File: src/assert_macros.svh
// assertion macros shared by the task ring rtl
// no dependencies; included by files that carry concurrent checks
`ifndef ASSERT_MACROS_SVH
`define ASSERT_MACROS_SVH

// condition must hold at every clock edge outside reset
`define ASSERT_ALWAYS(label, clk, rst, cond, msg) \
   label: assert property (@(posedge clk) disable iff (rst) (cond)) else $error(msg);

// same-cycle implication
`define ASSERT_IMPLY(label, clk, rst, ante, cons, msg) \
   label: assert property (@(posedge clk) disable iff (rst) (ante) |-> (cons)) else $error(msg);

// next-cycle implication
`define ASSERT_NEXT(label, clk, rst, ante, cons, msg) \
   label: assert property (@(posedge clk) disable iff (rst) (ante) |=> (cons)) else $error(msg);

`endif

File: src/rrtr_pkg.sv
// types and constants of the round-robin task ring
// no dependencies; used by the interfaces and every module
`timescale 1ns / 1ps
`default_nettype none

package rrtr_pkg;

   localparam int ADDR_W  = 32;
   localparam int WORDS_W = 16;
   localparam int SLOT_W  = 4;
   localparam int OFS_W   = 6;

   localparam logic [ADDR_W-1:0] FRAME_PSR_WORD = 32'h0100_0000;

   // word offsets below the stack end used by the shared address unit
   localparam logic [OFS_W-1:0] OFS_ENTRY = 6'd2;
   localparam logic [OFS_W-1:0] OFS_PSR   = 6'd1;

   typedef enum logic {
      MODE_CREATE = 1'b0,
      MODE_SELECT = 1'b1
   } mode_type;

   typedef enum logic [1:0] {
      KIND_WRITE  = 2'd0,
      KIND_STATUS = 2'd1,
      KIND_SELECT = 2'd2
   } rsp_kind_type;

   typedef struct packed {
      mode_type                mode;
      logic [ADDR_W-1:0]       stack_base;
      logic [WORDS_W-1:0]      stack_words;
      logic [ADDR_W-1:0]       entry_address;
   } req_payload_type;

   typedef struct packed {
      rsp_kind_type            kind;
      logic [ADDR_W-1:0]       address;
      logic [ADDR_W-1:0]       data;
      logic                    failed;
      logic [SLOT_W-1:0]       slot;
      logic                    last;
   } rsp_payload_type;

   // write port of the slot table
   typedef struct packed {
      logic                    en;
      logic [SLOT_W-1:0]       idx;
      logic [ADDR_W-1:0]       top;
      logic [SLOT_W-1:0]       next;
   } wr_port_type;

endpackage

`default_nettype wire

File: src/rrtr_if.sv
// valid/ready channels of the task ring: request and response
// depends on rrtr_pkg for the payload structs
`timescale 1ns / 1ps
`default_nettype none

interface rrtr_req_if;
   import rrtr_pkg::*;

   logic            valid;
   logic            ready;
   req_payload_type payload;

   modport source (output valid, output payload, input ready);
   modport sink   (input valid, input payload, output ready);
endinterface

interface rrtr_rsp_if;
   import rrtr_pkg::*;

   logic            valid;
   logic            ready;
   rsp_payload_type payload;

   modport source (output valid, output payload, input ready);
   modport sink   (input valid, input payload, output ready);
endinterface

`default_nettype wire

File: src/round_robin_task_ring.sv
// round-robin task ring top level: sequencer, shared address unit, slot table
// depends on rrtr_pkg, rrtr_if, rrtr_addr_unit, rrtr_slot_table, assert_macros.svh
//
//   channel   direction  interface    contents
//   req_chan  in         rrtr_req_if  mode, stack_base, stack_words, entry_address
//   rsp_chan  out        rrtr_rsp_if  kind, address, data, failed, slot, last
//
// a create transaction emits two stack writes (ST_ADDR0, ST_ADDR1), computes the top in ST_TOP,
// scans at most NUM_TASKS slots from slot 0, then emits the status in ST_EMIT; the response side can stall it
// a select transaction makes one or two link steps through the table port
// the three address computations share one adder, one per cycle while the output register is free
// synchronous reset empties the ring and frees every slot; no clearing pass
// req_chan is ready only while the sequencer is idle; a finished response waits
// in the output register while the next transaction is accepted
`timescale 1ns / 1ps
`default_nettype none

module round_robin_task_ring #(
   parameter int NUM_TASKS  = 8,
   parameter int SAVED_REGS = 16
) (
   input  wire logic  clock,
   input  wire logic  reset,
   rrtr_req_if.sink   req_chan,
   rrtr_rsp_if.source rsp_chan
);
   import rrtr_pkg::*;

   `include "assert_macros.svh"

   localparam logic [SLOT_W-1:0] SENTINEL = SLOT_W'(NUM_TASKS);
   localparam logic [SLOT_W-1:0] LAST_IDX = SLOT_W'(NUM_TASKS - 1);
   localparam logic [OFS_W-1:0]  OFS_TOP  = OFS_W'(SAVED_REGS);

   typedef enum logic [2:0] {
      ST_IDLE,
      ST_ADDR0,
      ST_ADDR1,
      ST_TOP,
      ST_SCAN,
      ST_WALK,
      ST_PICK,
      ST_EMIT
   } state_type;

   state_type         state_ff, state_in;
   logic [ADDR_W-1:0] base_ff, base_in;
   logic [WORDS_W-1:0] words_ff, words_in;
   logic [ADDR_W-1:0] entry_ff, entry_in;
   logic [ADDR_W-1:0] top_ff, top_in;
   logic [SLOT_W-1:0] scan_ff, scan_in;
   logic [SLOT_W-1:0] walk_ff, walk_in;
   logic              second_ff, second_in;
   logic [SLOT_W-1:0] head_ff, head_in;
   logic [SLOT_W-1:0] current_ff, current_in;
   rsp_kind_type      res_kind_ff, res_kind_in;
   logic [ADDR_W-1:0] res_addr_ff, res_addr_in;
   logic              res_failed_ff, res_failed_in;
   logic [SLOT_W-1:0] res_slot_ff, res_slot_in;
   rsp_payload_type   rsp_ff, rsp_in;
   logic              rsp_valid_ff, rsp_valid_in;

   logic              out_free;
   logic              req_fire;
   logic [OFS_W-1:0]  ofs;
   logic [ADDR_W-1:0] sum;
   logic [SLOT_W-1:0] rd_idx;
   logic [ADDR_W-1:0] rd_top;
   logic [SLOT_W-1:0] rd_next;
   logic [SLOT_W-1:0] link;
   wr_port_type       wr;

   rrtr_addr_unit u_addr (
      .base   (base_ff),
      .words  (words_ff),
      .offset (ofs),
      .sum    (sum)
   );

   rrtr_slot_table #(
      .NUM_TASKS (NUM_TASKS)
   ) u_table (
      .clock   (clock),
      .reset   (reset),
      .rd_idx  (rd_idx),
      .rd_top  (rd_top),
      .rd_next (rd_next),
      .wr      (wr)
   );

   assign req_chan.ready   = (state_ff == ST_IDLE);
   assign req_fire         = req_chan.valid && req_chan.ready;
   assign out_free         = !rsp_valid_ff || rsp_chan.ready;
   assign rsp_chan.valid   = rsp_valid_ff;
   assign rsp_chan.payload = rsp_ff;

   always_comb begin
      state_in      = state_ff;
      base_in       = base_ff;
      words_in      = words_ff;
      entry_in      = entry_ff;
      top_in        = top_ff;
      scan_in       = scan_ff;
      walk_in       = walk_ff;
      second_in     = second_ff;
      head_in       = head_ff;
      current_in    = current_ff;
      res_kind_in   = res_kind_ff;
      res_addr_in   = res_addr_ff;
      res_failed_in = res_failed_ff;
      res_slot_in   = res_slot_ff;
      rsp_in        = rsp_ff;
      rsp_valid_in  = rsp_valid_ff;
      ofs           = OFS_ENTRY;
      rd_idx        = walk_ff;
      wr            = '0;
      link          = (walk_ff < SENTINEL) ? rd_next : head_ff;
      if (link > SENTINEL) begin
         link = SENTINEL;
      end

      if (rsp_valid_ff && rsp_chan.ready) begin
         rsp_valid_in = 1'b0;
      end

      case (state_ff)
         ST_IDLE: begin
            if (req_fire) begin
               base_in   = req_chan.payload.stack_base;
               words_in  = req_chan.payload.stack_words;
               entry_in  = req_chan.payload.entry_address;
               walk_in   = current_ff;
               second_in = 1'b0;
               state_in  = (req_chan.payload.mode == MODE_CREATE) ? ST_ADDR0 : ST_WALK;
            end
         end
         ST_ADDR0: begin
            ofs = OFS_ENTRY;
            if (out_free) begin
               rsp_in       = '{kind: KIND_WRITE, address: sum, data: entry_ff,
                                failed: 1'b0, slot: '0, last: 1'b0};
               rsp_valid_in = 1'b1;
               state_in     = ST_ADDR1;
            end
         end
         ST_ADDR1: begin
            ofs = OFS_PSR;
            if (out_free) begin
               rsp_in       = '{kind: KIND_WRITE, address: sum, data: FRAME_PSR_WORD,
                                failed: 1'b0, slot: '0, last: 1'b0};
               rsp_valid_in = 1'b1;
               state_in     = ST_TOP;
            end
         end
         ST_TOP: begin
            ofs      = OFS_TOP;
            top_in   = sum;
            scan_in  = '0;
            state_in = ST_SCAN;
         end
         ST_SCAN: begin
            // lowest free slot wins; claim and prepend to the ring
            rd_idx = scan_ff;
            if (rd_top == '0) begin
               wr            = '{en: 1'b1, idx: scan_ff, top: top_ff, next: head_ff};
               head_in       = scan_ff;
               res_kind_in   = KIND_STATUS;
               res_addr_in   = top_ff;
               res_failed_in = 1'b0;
               res_slot_in   = scan_ff;
               state_in      = ST_EMIT;
            end else if (scan_ff == LAST_IDX) begin
               res_kind_in   = KIND_STATUS;
               res_addr_in   = '0;
               res_failed_in = 1'b1;
               res_slot_in   = SENTINEL;
               state_in      = ST_EMIT;
            end else begin
               scan_in = scan_ff + 1'b1;
            end
         end
         ST_WALK: begin
            // landing on the sentinel the first time takes one more step
            rd_idx = walk_ff;
            if ((link == SENTINEL) && !second_ff) begin
               walk_in   = SENTINEL;
               second_in = 1'b1;
            end else begin
               walk_in  = link;
               state_in = ST_PICK;
            end
         end
         ST_PICK: begin
            rd_idx        = walk_ff;
            current_in    = walk_ff;
            res_kind_in   = KIND_SELECT;
            res_addr_in   = (walk_ff < SENTINEL) ? rd_top : '0;
            res_failed_in = 1'b0;
            res_slot_in   = walk_ff;
            state_in      = ST_EMIT;
         end
         ST_EMIT: begin
            if (out_free) begin
               rsp_in       = '{kind: res_kind_ff, address: res_addr_ff, data: '0,
                                failed: res_failed_ff, slot: res_slot_ff, last: 1'b1};
               rsp_valid_in = 1'b1;
               state_in     = ST_IDLE;
            end
         end
         default: begin
            state_in = ST_IDLE;
         end
      endcase
   end

   always_ff @(posedge clock) begin
      if (reset) begin
         state_ff     <= ST_IDLE;
         second_ff    <= 1'b0;
         head_ff      <= SENTINEL;
         current_ff   <= SENTINEL;
         rsp_valid_ff <= 1'b0;
      end else begin
         state_ff     <= state_in;
         second_ff    <= second_in;
         head_ff      <= head_in;
         current_ff   <= current_in;
         rsp_valid_ff <= rsp_valid_in;
      end
      base_ff       <= base_in;
      words_ff      <= words_in;
      entry_ff      <= entry_in;
      top_ff        <= top_in;
      scan_ff       <= scan_in;
      walk_ff       <= walk_in;
      res_kind_ff   <= res_kind_in;
      res_addr_ff   <= res_addr_in;
      res_failed_ff <= res_failed_in;
      res_slot_ff   <= res_slot_in;
      rsp_ff        <= rsp_in;
   end

   `ASSERT_ALWAYS(a_ptr_range, clock, reset, (current_ff <= SENTINEL) && (head_ff <= SENTINEL), "ring pointer beyond sentinel")
   `ASSERT_NEXT(a_accept_busy, clock, reset, req_fire, state_ff != ST_IDLE, "accepted transaction left sequencer idle")
   `ASSERT_IMPLY(a_claim_free, clock, reset, wr.en, rd_top == '0, "claimed a slot that is in use")
   `ASSERT_IMPLY(a_write_not_last, clock, reset, rsp_valid_ff && (rsp_ff.kind == KIND_WRITE), !rsp_ff.last, "stack write flagged as final response")

endmodule

`default_nettype wire

File: src/rrtr_addr_unit.sv
// shared stack address unit: base + 4 * (words - offset), wrapping at 32 bits
// depends on rrtr_pkg
`timescale 1ns / 1ps
`default_nettype none

module rrtr_addr_unit (
   input  wire logic [rrtr_pkg::ADDR_W-1:0]  base,
   input  wire logic [rrtr_pkg::WORDS_W-1:0] words,
   input  wire logic [rrtr_pkg::OFS_W-1:0]   offset,
   output logic      [rrtr_pkg::ADDR_W-1:0]  sum
);
   import rrtr_pkg::*;

   logic [ADDR_W-1:0] diff;

   always_comb begin
      diff = ADDR_W'(words) - ADDR_W'(offset);
      sum  = base + {diff[ADDR_W-3:0], 2'b00};
   end

endmodule

`default_nettype wire

File: src/rrtr_slot_table.sv
// slot table: saved stack top and ring link per task slot
// depends on rrtr_pkg; one read port, one write port
`timescale 1ns / 1ps
`default_nettype none

module rrtr_slot_table #(
   parameter int NUM_TASKS = 8
) (
   input  wire logic                          clock,
   input  wire logic                          reset,
   input  wire logic [rrtr_pkg::SLOT_W-1:0]   rd_idx,
   output logic      [rrtr_pkg::ADDR_W-1:0]   rd_top,
   output logic      [rrtr_pkg::SLOT_W-1:0]   rd_next,
   input  wire rrtr_pkg::wr_port_type         wr
);
   import rrtr_pkg::*;

   localparam int IDX_W = (NUM_TASKS > 1) ? $clog2(NUM_TASKS) : 1;

   logic [ADDR_W-1:0] top_ff  [NUM_TASKS];
   logic [SLOT_W-1:0] next_ff [NUM_TASKS];

   // zero stack top marks a free slot, so tops clear on reset
   always_ff @(posedge clock) begin
      if (reset) begin
         for (int i = 0; i < NUM_TASKS; i++) begin
            top_ff[i] <= '0;
         end
      end else if (wr.en) begin
         top_ff[wr.idx[IDX_W-1:0]] <= wr.top;
      end
   end

   // links are written before they are ever followed
   always_ff @(posedge clock) begin
      if (wr.en) begin
         next_ff[wr.idx[IDX_W-1:0]] <= wr.next;
      end
   end

   assign rd_top  = top_ff[rd_idx[IDX_W-1:0]];
   assign rd_next = next_ff[rd_idx[IDX_W-1:0]];

endmodule

`default_nettype wire
File: src/flat_wrapper.sv
// flat-port wrapper written by rule: the top's interface ports become plain ports
module round_robin_task_ring_flat import rrtr_pkg::*;
#(
   parameter int NUM_TASKS  = 8,
   parameter int SAVED_REGS = 16
)
  (clock, reset, req_chan_valid, req_chan_payload, req_chan_ready, rsp_chan_valid, rsp_chan_payload, rsp_chan_ready);
  rrtr_req_if req_chan_i ();
  rrtr_rsp_if rsp_chan_i ();
  input  wire logic clock;
  input  wire logic reset;
  input wire logic [$bits(req_chan_i.valid)-1:0] req_chan_valid;
  input wire logic [$bits(req_chan_i.payload)-1:0] req_chan_payload;
  output wire logic [$bits(req_chan_i.ready)-1:0] req_chan_ready;
  output wire logic [$bits(rsp_chan_i.valid)-1:0] rsp_chan_valid;
  output wire logic [$bits(rsp_chan_i.payload)-1:0] rsp_chan_payload;
  input wire logic [$bits(rsp_chan_i.ready)-1:0] rsp_chan_ready;
  assign req_chan_i.valid = req_chan_valid;
  assign req_chan_i.payload = req_chan_payload;
  assign req_chan_ready = req_chan_i.ready;
  assign rsp_chan_valid = rsp_chan_i.valid;
  assign rsp_chan_payload = rsp_chan_i.payload;
  assign rsp_chan_i.ready = rsp_chan_ready;
  round_robin_task_ring #(.NUM_TASKS(NUM_TASKS), .SAVED_REGS(SAVED_REGS)) u_core (.clock(clock), .reset(reset), .req_chan(req_chan_i), .rsp_chan(rsp_chan_i));
endmodule
File: config.mk
export PLATFORM = sky130hd
export DESIGN_NAME = round_robin_task_ring_flat
export DESIGN_NICKNAME = d
export VERILOG_FILES = /design/src/rrtr_pkg.sv /design/src/rrtr_if.sv /design/src/round_robin_task_ring.sv /design/src/rrtr_addr_unit.sv /design/src/rrtr_slot_table.sv /design/src/flat_wrapper.sv
export VERILOG_INCLUDE_DIRS = /design/src /design/src/src
export SDC_FILE = /design/constraint.sdc
export NUM_CORES = 1
export LEC_CHECK = 0
export ABC_AREA = 0
export BUFFER_PORTS_ARGS = -buffer_cell sky130_fd_sc_hd__buf_4
export CORE_MARGIN = 2
export CORE_UTILIZATION = 35
export DETAILED_ROUTE_END_ITERATION = 10
export GPL_ROUTABILITY_DRIVEN = 1
export HOLD_SLACK_MARGIN = 0.02
export MAX_ROUTING_LAYER = met4
export PLACE_DENSITY = 0.56
export RECOVER_POWER = 25
export SLEW_MARGIN = 25
export SYNTH_ARGS = -nofsm -noshare
export SYNTH_HDL_FRONTEND = slang
export SYNTH_SLANG_ARGS = --single-unit
File: constraint.sdc
create_clock -name clock -period 12.3 [get_ports clock]
set_input_delay 2.46 -clock clock [delete_from_list [all_inputs] [get_ports clock]]
set_output_delay 2.46 -clock clock [all_outputs]
set_load 0.01 [all_outputs]
==> impl_metrics.json, run 1 <==
{
  "crit_fanout": 33,
  "grt_pass1_wl_um": 100000,
  "cp.required_ps": 12760,
  "synth_flop_cell": "edfxtp_1",
  "syn_to_final_growth_pct": 16.8,
  "p_sw_mw": 2.34,
  "start_kind": "register",
  "postLayoutCellArea_um2": 28000,
  "rows": 95,
  "fin_setup_tns_ps": 0,
  "nFillCells": 6318,
  "synth-seq-area-share_pct": 66.1,
  "netlist_area_um2": 24000,
  "tightest_slew_ps": 4470,
  "grt_pass1_vias": 16545,
  "cp-end-kind": "register",
  "ios": 159,
  "synthesis.instances": 2049,
  "power.density_nw_per_um2": 233,
  "gp_congestion": 0.914,
  "overflow": 0,
  "antenna_left": 0,
  "finalCriticalPeriod_ps": 8060,
  "synth.avg_cell_area_um2": 11.7,
  "clk_latency_ps": 610,
  "slew_violations": 189,
  "post-cts-setup-buffer-count": 0,
  "path_cells": "nand2_1 -> nor2_4 -> clkbuf_1 -> inv_1 -> ha_1 -> o31a_1 -> nor3_1 -> nand2_1 -> or3_1 -> nor3_2 -> ha_1 -> o21ai_0 -> a21oi_1 -> a221oi_1 -> nor3b_1 -> a211oi_1 -> or2_2 -> a41o_1 -> or4b_2 -> nand3_1",
  "drcViolationCount": 0,
  "numCtsBuffers": 53,
  "synthArstFlopShare_pct": 0,
  "synth_nets": 2169,
  "p_leak_nw": 9.83,
  "final_common_cell": "edfxtp_1",
  "num_vias": 16661,
  "cts_hold_buf": 0,
  "max-cap-violations": 4,
  "h-tree-depth": 2,
  "placed_area_um2": 26200,
  "core-area_um2": 67500,
  "switching_share_pct": 35.8,
  "setup_viol": 0,
  "layout-drive-gt1-share_pct": 14.0,
  "die_w_um": 266,
  "wirelength_um": 66700,
  "wl_per_cell_um": 21.6,
  "yosysUniqueCellTypes": 78,
  "yosysWarnings": 0,
  "skew_ps": 13.5,
  "die_y_um": 266,
  "vias_per_cell": 5.38,
  "failed_checks": "capacitance limit, slew limit",
  "cts_tree": "yes",
  "fin_nets": 2293,
  "pwr-share-seq_pct": 39.8,
  "post-route-period-util_pct": 65.5,
  "clockBufferDepth": 3,
  "place_hpwl_um": 42400,
  "p_int_mw": 4.19,
  "ir_drop_mv": 0.179,
  "rsz0062_at_grt": "no",
  "synth_edf_count": 519,
  "max_slew_margin_pct": -198,
  "final-hold-violation-count": 0,
  "layout_common_cells": "edfxtp_1 (519), nand2_1 (396), nor2_1 (319)",
  "critPathSlowestCell": "clkbuf_1",
  "dieArea_um2": 70600,
  "critPathKind": "register to register",
  "max_clock_freq_mhz": 124,
  "grt_max_degree": 81,
  "drt-initial-drc-count": 1357,
  "clkPwrFrac_pct": 26.6,
  "clk_pin_slew_ps": 60,
  "grt_usage_pct": 19.2,
  "dr.pass1.iters": 5,
  "synth-seq-cells": 532,
  "status": "finished with violations",
  "portBuffers": 158,
  "cts.sinks": 532,
  "cts_resized": 0,
  "min_path_type": "register to register",
  "slowest_delay_ps": 1410,
  "antenna_found_initial": 6,
  "clock-root-buffer": "clkbuf_16",
  "start_util_pct": 35.5,
  "combinationalPowerShare_pct": 33.6,
  "final_core_util_pct": 41.5,
  "cp.arrival_ps": 8520
}
-- routing by layer --
layer,vias up,GRT usage [%],share of wire [%]
li1,7711,-,-
met1,8201,24.2,42
met2,639,31.4,48
met3,110,3.47,6.9
met4,0,6.26,2.9
met5,-,-,0
-- layout make-up --
class	count	area (um^2)	share of cell area (%)
well taps	873	1090	3.90
clock inverters	30	399	1.43
inverters	19	72.6	0.259
clock buffers	70	1460	5.22
multi-input cells	1372	7710	27.5
repair buffers	195	1410	5.04
flip-flops and latches	532	15800	56.6
diodes	3	7.51	0.0268
-- power groups by stage --
stage / combinational [mW] / clock [mW] / sequential, mW
global placement: 2.20 / 0 / 2.63
floorplan: 1.32 / 0 / 2.65
CTS: 2.23 / 1.77 / 2.60
global route: 2.38 / 1.83 / 2.64
finish: 2.20 / 1.74 / 2.60
detailed placement: 2.22 / 0 / 2.63
-- synthesized netlist by cell type, types with 4 or more instances --
| master | number | area [um^2] |
|---|---|---|
| ha_1 | 33 | 413 |
| nor4_1 | 29 | 181 |
| mux2i_1 | 28 | 280 |
| nand2b_1 | 6 | 37.5 |
| nand3_1 | 98 | 490 |
| xnor2_1 | 22 | 193 |
| a311oi_1 | 28 | 245 |
| o41ai_1 | 6 | 52.6 |
| and3_1 | 28 | 175 |
| a22oi_1 | 6 | 45.0 |
| dfxtp_1 | 13 | 260 |
| buf_2 | 15 | 75.1 |
| a21oi_1 | 49 | 245 |
| and2_1 | 43 | 269 |
| nor3_1 | 22 | 110 |
| nor2b_1 | 6 | 37.5 |
| buf_1 | 17 | 63.8 |
| o211ai_1 | 4 | 30.0 |
| o21a_1 | 4 | 30.0 |
| a32oi_1 | 6 | 52.6 |
| o31ai_1 | 5 | 37.5 |
| o21bai_1 | 11 | 82.6 |
| nor3b_1 | 6 | 45.0 |
| nor2_1 | 322 | 1210 |
| a2111oi_0 | 5 | 43.8 |
| edfxtp_1 | 519 | 15600 |
| or2_2 | 5 | 31.3 |
| inv_1 | 17 | 63.8 |
| buf_6 | 6 | 67.6 |
| a21o_1 | 11 | 82.6 |
| nand4_1 | 4 | 25.0 |
| o2bb2ai_1 | 29 | 254 |
| clkbuf_1 | 87 | 327 |
| xor2_1 | 19 | 166 |
| nand2_1 | 396 | 1490 |
| a211oi_1 | 15 | 113 |
| or4_1 | 6 | 45.0 |
| mux2_2 | 13 | 146 |
| o21ai_0 | 18 | 90.1 |
| a31oi_1 | 25 | 156 |
| or3_1 | 8 | 50.1 |
-- kinds of logic (layout without fill, tap and decap cells) --
group,after synthesis,count (layout),share of synthesized area [%]
AO/OA/AOI/OAI,260,260,7.97
XOR/XNOR,41,41,1.50
adder cells (fa/ha/maj),35,35,1.89
buffers and inverters,145,314,2.55
flip-flops,532,532,66.1
multiplexers,44,44,2.01
other,0,3,0
AND/OR/NAND/NOR,992,992,18.0
-- flip-flops by register name, summed over array words and instances (netlist names), 2 cells and up --
| register | flops |
|---|---|
| u_core.current_ff | 4 |
| u_core.top_ff | 32 |
| u_core.head_ff | 4 |
| u_core.state_ff | 3 |
| u_core.u_table.top_ff | 256 |
| u_core.walk_ff | 4 |
| u_core.u_table.next_ff | 32 |
| u_core.entry_ff | 32 |
| u_core.rsp_chan.payload | 72 |
| u_core.scan_ff | 4 |
| u_core.res_kind_ff | 2 |
| u_core.res_addr_ff | 32 |
| u_core.res_slot_ff | 4 |
| u_core.words_ff | 16 |
| u_core.base_ff | 32 |
-- through the flow --
stage / cells / power, mW / hold slack (ps) / setup slack, ps
floorplan: 2049 / 3.97 / 426 / 4990
global placement: 2990 / 4.82 / 445 / 5400
detailed placement: 2990 / 4.84 / 448 / 5300
CTS: 3090 / 6.59 / 457 / 5210
global route: 3093 / 6.86 / 480 / 3460
finish: 3094 / 6.54 / 459 / 4240
-- worst paths after layout --
| check | startpoint | endpoint | slack, ps | depth (start not counted) |
|---|---|---|---|---|
| worst min-delay path | u_core.second_ff$_SDFFE_PP0P_ | u_core.second_ff$_SDFFE_PP0P_ | 460 | 2 |
| worst max register to register | u_core.state_ff[0]$_SDFFE_PP0P_ | u_core.rsp_chan.payload[68]$_DFFE_PP_ | 4240 | 20 |
| worst min register to register | u_core.second_ff$_SDFFE_PP0P_ | u_core.second_ff$_SDFFE_PP0P_ | 460 | 2 |
| worst max-delay path | u_core.state_ff[0]$_SDFFE_PP0P_ | u_core.rsp_chan.payload[68]$_DFFE_PP_ | 4240 | 20 |
-- critical path, delay by kind of cell, from the launching register on --
family                   cells  cell delay, ps
AO/OA/AOI/OAI                6            1220
adder cells (fa/ha/maj)      2             860
buffers and inverters        2            1650
flip-flops                   1             680
AND/OR/NAND/NOR             10            3480
No activity file was read; power rests on OpenSTA's default activity.
==> inputs of run 2 (changes only) <==
--- a/config.mk
+++ b/config.mk
@@ -6,7 +6,7 @@
 export SDC_FILE = /design/constraint.sdc
 export NUM_CORES = 1
 export LEC_CHECK = 0
-export ABC_AREA = 0
+export ABC_AREA = 1
 export BUFFER_PORTS_ARGS = -buffer_cell sky130_fd_sc_hd__buf_4
 export CORE_MARGIN = 2
 export CORE_UTILIZATION = 35
==> constraint.sdc (replaced) <==
create_clock -name clock -period 7.6 [get_ports clock]
set_input_delay 1.52 -clock clock [delete_from_list [all_inputs] [get_ports clock]]
set_output_delay 1.52 -clock clock [all_outputs]
set_load 0.01 [all_outputs]
==> impl_metrics.json, run 2 <==
{
  "yosys.area.top_type_share_pct": 62.5,
  "final_common_cell": "edfxtp_1",
  "wirelength_um": 69300,
  "grt_use_met2_pct": 31.3,
  "use_met3_pct": 3.28,
  "clockBufferDepth": 3,
  "numCtsBuffers": 53,
  "dr.pass1.iters": 5,
  "worst_r2r_path_depth": 19,
  "hold_path_end": "u_core.current_ff[0]$_SDFFE_PP0P_",
  "total_power_mw": 10.0,
  "crit_fanout": 44,
  "start_kind": "register",
  "cts_resized": 0,
  "yosysUniqueCellTypes": 47,
  "netlist_top_cells_count": "edfxtp_1 (519), nand2_1 (413), nor2_1 (350)",
  "post-route-period-util_pct": 75.1,
  "cp.arrival_ps": 5930,
  "synth-seq-cells": 532,
  "synth-seq-area-share_pct": 63.6,
  "overflow": 0,
  "p_leak_nw": 11.2,
  "rows": 97,
  "cp-end-kind": "register",
  "p_int_mw": 6.26,
  "cts_tree": "yes",
  "yosysMostFrequentCell": "edfxtp_1",
  "yosysWarnings": 0,
  "pwr-share-seq_pct": 41.0,
  "portBuffers": 158,
  "synth_flop_cell": "edfxtp_1",
  "failed_checks": "capacitance limit, slew limit",
  "fin_setup_tns_ps": 0,
  "final-hold-violation-count": 0,
  "switching_share_pct": 37.5,
  "synth.avg_cell_area_um2": 10.3,
  "synthesis.instances": 2423,
  "h-tree-depth": 2,
  "place_hpwl_um": 42900,
  "gr-usage-met1_pct": 24.7,
  "wl_per_cell_um": 19.6,
  "post-cts-setup-buffer-count": 0,
  "grt_most_used_layer": "met2",
  "die_y_um": 271,
  "power.density_nw_per_um2": 350,
  "drt-initial-drc-count": 1616,
  "reg2reg_to": "u_core.u_table.top_ff[2][16]$_SDFFCE_PN0P_",
  "synth_nets": 2543,
  "ir_drop_mv": 0.244,
  "holdCritStartpoint": "u_core.current_ff[0]$_SDFFE_PP0P_",
  "hold_depth": 2,
  "grt_max_degree": 113,
  "drcViolationCount": 0,
  "start_util_pct": 35.5,
  "syn_to_final_growth_pct": 14.8,
  "layout_common_cells": "edfxtp_1 (519), nand2_1 (413), nor2_1 (349)",
  "gp_congestion": 0.862,
  "synthTopCellsByArea": "edfxtp_1 (63%), nand2_1 (6.2%), nand3_1 (5.5%)",
  "slew_violations": 133,
  "status": "finished with violations",
  "clkPwrFrac_pct": 25.6,
  "rsz0062_at_grt": "no",
  "fin_nets": 2678,
  "synth_area_leader_cell": "edfxtp_1",
  "die_w_um": 271,
  "largest_reg_flops": 256,
  "r2r_start": "u_core.scan_ff[0]$_SDFFCE_PN0P_",
  "tightest_slew_ps": 3000,
  "clk_latency_ps": 610,
  "dp_worst_setup_slack_ps": 1940,
  "setup_ws_ps": 1890,
  "layout-drive-gt1-share_pct": 11.1,
  "num_vias": 17830,
  "max_clock_freq_mhz": 175,
  "dieArea_um2": 73400,
  "num_antenna_cells": 0,
  "cts.sinks": 532,
  "finalCriticalPeriod_ps": 5710,
  "core-area_um2": 70300,
  "regMostFlops": "u_core.u_table.top_ff",
  "vias_per_cell": 5.03,
  "antenna_left": 0,
  "setup_viol": 0,
  "cts_hold_buf": 0,
  "synthArstFlopShare_pct": 0,
  "ios": 159,
  "skew_ps": 24.4,
  "p_sw_mw": 3.76,
  "grt_usage_pct": 19.2,
  "netlist_area_um2": 24900,
  "max-cap-violations": 3,
  "antenna_found_initial": 0,
  "combinationalPowerShare_pct": 33.3,
  "grt_pass1_vias": 17613,
  "grt_pass1_wl_um": 105000,
  "r2r_setup_slack_ps": 1890,
  "cp-startpoint": "u_core.scan_ff[0]$_SDFFCE_PN0P_",
  "clk_pin_slew_ps": 60,
  "critPathKind": "register to register",
  "synth_edf_count": 519,
  "max_slew_margin_pct": -100,
  "clock-root-buffer": "clkbuf_16",
  "cp.required_ps": 7830,
  "min_path_type": "register to register"
}
run 2: cell types whose count changed after synthesis, moves of 43 or more:
cell	previous run	this run
clkbuf_1	87	38
and2_1	43	0
nand3b_1	0	94
o21ai_0	18	91
nand3_1	98	276
inv_1	17	317
run 2: power groups by stage:
stage | registers, mW | clock network [mW] | logic (mW)
CTS | 4.12 | 2.61 | 3.45
detailed placement | 4.17 | 0 | 3.44
global route | 4.16 | 2.73 | 3.68
floorplan | 4.22 | 0 | 2.02
finish | 4.11 | 2.57 | 3.34
global placement | 4.17 | 0 | 3.40
run 2: metrics by stage:
step	hold slack, ps	util, %	area [um^2]	instances
final	463	40.7	28600	3543
after global routing	489	40.7	28600	3543
after CTS	464	41.0	28800	3542
after detailed placement	456	38.6	27100	3442
after global placement	450	38.6	27100	3442
after floorplan	427	-	24900	2423
run 2: cells by family after synthesis:
kind of cell | share of synthesized area, %
simple gates | 21.7
flops | 63.6
buf+inv | 7.30
compound gates | 3.74
xor+xnor | 1.37
fa+ha+maj | 1.82
mux | 0.482
run 2: cell type report:
class                   count  area [um^2]
fillers                  6819        41700
flip-flops and latches    532        15800
multi-input cells        1455         7370
clock buffers              62         1360
repair buffers            194         1310
inverters                 322         1210
well taps                 940         1180
clock inverters            38          327
run 2: worst max-delay path by stage:
stage,to
global placement,u_core.u_table.top_ff[2][15]$_SDFFCE_PN0P_
global route,u_core.rsp_chan.payload[65]$_DFFE_PP_
detailed placement,u_core.u_table.top_ff[2][31]$_SDFFCE_PN0P_
CTS,u_core.u_table.top_ff[2][13]$_SDFFCE_PN0P_
finish,u_core.u_table.top_ff[2][16]$_SDFFCE_PN0P_
floorplan,u_core.rsp_chan.payload[65]$_DFFE_PP_
run 2: routing by layer:
metal | wire length (um) | vias to the layer above | part of all wire [%]
met1 | 29300 | 8645 | 42
met5 | 0 | - | 0
met4 | 1930 | 0 | 2.8
met2 | 33100 | 689 | 48
met3 | 4990 | 133 | 7.2
li1 | - | 8363 | -
run 2: worst max-delay path, stage by stage, from the launching register on:
cell      delay [ps]
edfxtp_1         550
inv_1            500
nand3_4          240
nand2_4          250
buf_4            390
buf_4            510
nand2_1          110
nand3_1           90
nand3_1           90
nand2_1          230
nand2_1           80
nor2_1           130
nand2_1           80
nor2_2           130
nand3_1          410
clkinv_1         170
buf_4            300
nand2_1          250
o21ai_4          200
buf_4            540
==> inputs of run 3 (changes only) <==
--- a/config.mk
+++ b/config.mk
@@ -6,7 +6,7 @@
 export SDC_FILE = /design/constraint.sdc
 export NUM_CORES = 1
 export LEC_CHECK = 0
-export ABC_AREA = 1
+export ABC_AREA = 0
 export BUFFER_PORTS_ARGS = -buffer_cell sky130_fd_sc_hd__buf_4
 export CORE_MARGIN = 2
 export CORE_UTILIZATION = 35
@@ -14,7 +14,7 @@
 export GPL_ROUTABILITY_DRIVEN = 1
 export HOLD_SLACK_MARGIN = 0.02
 export MAX_ROUTING_LAYER = met4
-export PLACE_DENSITY = 0.56
+export PLACE_DENSITY = 0.58
 export RECOVER_POWER = 25
 export SLEW_MARGIN = 25
 export SYNTH_ARGS = -nofsm -noshare
==> constraint.sdc (replaced) <==
create_clock -name clock -period 5 [get_ports clock]
set_input_delay 1 -clock clock [delete_from_list [all_inputs] [get_ports clock]]
set_output_delay 1 -clock clock [all_outputs]
set_load 0.01 [all_outputs]
==> impl_metrics.json, run 3 (same netlist as run 1, synthesis figures left out) <==
{
  "setup_ws_ps": -258,
  "die_w_um": 266,
  "start_kind": "register",
  "wl_per_cell_um": 21.4,
  "finalCriticalPeriod_ps": 5260,
  "clock-root-buffer": "clkbuf_16",
  "min_path_type": "register to register",
  "layout_common_cells": "edfxtp_1 (519), nand2_1 (391), nor2_1 (318)",
  "hold_ws_ps": 456,
  "final_common_cell": "edfxtp_1",
  "crit_fanout": 2,
  "place_hpwl_um": 46300,
  "num_antenna_cells": 0,
  "h-tree-depth": 2,
  "fin_setup_tns_ps": -807,
  "clockBufferDepth": 3,
  "power.density_nw_per_um2": 566,
  "die_y_um": 266,
  "drcViolationCount": 0,
  "skew_ps": 18.5,
  "final-hold-violation-count": 0,
  "nFillCells": 6227,
  "numCtsBuffers": 54,
  "cp.required_ps": 5360,
  "grt_usage_pct": 19.8,
  "syn_to_final_growth_pct": 23.2,
  "core-area_um2": 67500,
  "drt-initial-drc-count": 1612,
  "fin_nets": 2417,
  "p_leak_nw": 10.7,
  "ir_drop_mv": 0.367,
  "antenna_found_initial": 1,
  "antenna_left": 0,
  "tightest_slew_ps": 934,
  "cp.arrival_ps": 5610,
  "overflow": 0,
  "holdCritStartpoint": "u_core.second_ff$_SDFFE_PP0P_",
  "max_clock_freq_mhz": 190,
  "rows": 95,
  "place_inst": 3098,
  "cp-startpoint": "u_core.state_ff[1]$_SDFFE_PP0P_",
  "failed_checks": "setup timing",
  "dr.pass1.iters": 5,
  "rsz0062_at_grt": "yes",
  "cts_tree": "yes",
  "final_cells": 3213,
  "clk_latency_ps": 610,
  "max_slew_margin_pct": 37.5,
  "r2r_start": "u_core.state_ff[1]$_SDFFE_PP0P_",
  "portBuffers": 158,
  "dieArea_um2": 70600,
  "gp_congestion": 0.884,
  "num_vias": 17247,
  "setup_viol": 4,
  "placed_area_um2": 27400,
  "clk_pin_slew_ps": 60,
  "slew_violations": 0,
  "grt_pass1_vias": 17127,
  "post-route-period-util_pct": 105,
  "grt_pass1_wl_um": 104000,
  "grt_max_degree": 65,
  "regMostFlops": "u_core.u_table.top_ff",
  "ios": 159,
  "cts.sinks": 532,
  "cp-end-kind": "register",
  "largest_reg_flops": 256,
  "postLayoutCellArea_um2": 29500,
  "max-cap-violations": 0,
  "critPathKind": "register to register",
  "status": "finished with violations",
  "layout-drive-gt1-share_pct": 21.2,
  "start_util_pct": 35.5,
  "wirelength_um": 68700,
  "vias_per_cell": 5.37
}
==> run 3: path summary, 6_finish.rpt <==
kind	depth (start not counted)	slack [ps]	end
setup / recovery	22	-260	u_core.rsp_chan.payload[69]$_DFFE_PP_
hold / removal	2	460	u_core.second_ff$_SDFFE_PP0P_
setup reg to reg	22	-260	u_core.rsp_chan.payload[69]$_DFFE_PP_
hold reg to reg	2	460	u_core.second_ff$_SDFFE_PP0P_
==> run 3: critical path: stages (launching register included) <==
cell and delay, ps:
dfxtp_2 350, inv_4 40, nor3_4 190, ha_2 210, inv_2 40, fa_2 350, o31a_1 320, nor3_2 140
buf_4 150, nand2_4 50, or3_4 370, nor3_4 120, xor2_1 190, ha_2 310, a211o_1 280, a21oi_2 130
o221a_2 220, o21ai_2 50, or2_4 240, a31o_4 240, a221o_1 320, or4_1 490, and3_1 190
==> run 3: layout make-up <==
class	count	area, um^2	share of cell area, %
inverter	19	75.1	0.254
multi-input combinational	1372	8040	27.2
timing repair buffer	318	2750	9.30
tap	873	1090	3.70
clock buffer	70	1460	4.95
clock inverter	29	289	0.978
sequential	532	15800	53.6
==> run 3: where the power goes <==
group	internal, mW	switching (mW)	total, mW
Sequential	5.99	0.363	6.35
Combinational	2.39	3.96	6.35
Clock	2.32	1.71	4.03
Total	10.7	6.03	16.7
==> run 3: timing repair <==
item                                   CTS  global route
gates resized for setup                 14            41
hold buffers                             0             0
setup buffers                            6            12
setup endpoints to repair               10           310
endpoints found under the hold margin    0             0
pin swaps                               12            26
==> run 3: layer usage <==
metal | global-route usage (%) | part of all wire, %
met1 | 25.1 | 41
met2 | 32.1 | 48
met3 | 3.00 | 7.1
met4 | 7.44 | 3.7
met5 | - | 0
==> run 3: metrics by stage <==
step                total power [mW]  worst slack (ps)  utilization (%)
finish                          16.7              -258             43.8
global route                    17.5              -464             43.8
CTS                             16.7              -256             43.3
detailed placement              12.6              -511             40.6
global placement                12.6              -449             40.6
floorplan                       9.82              -333                -
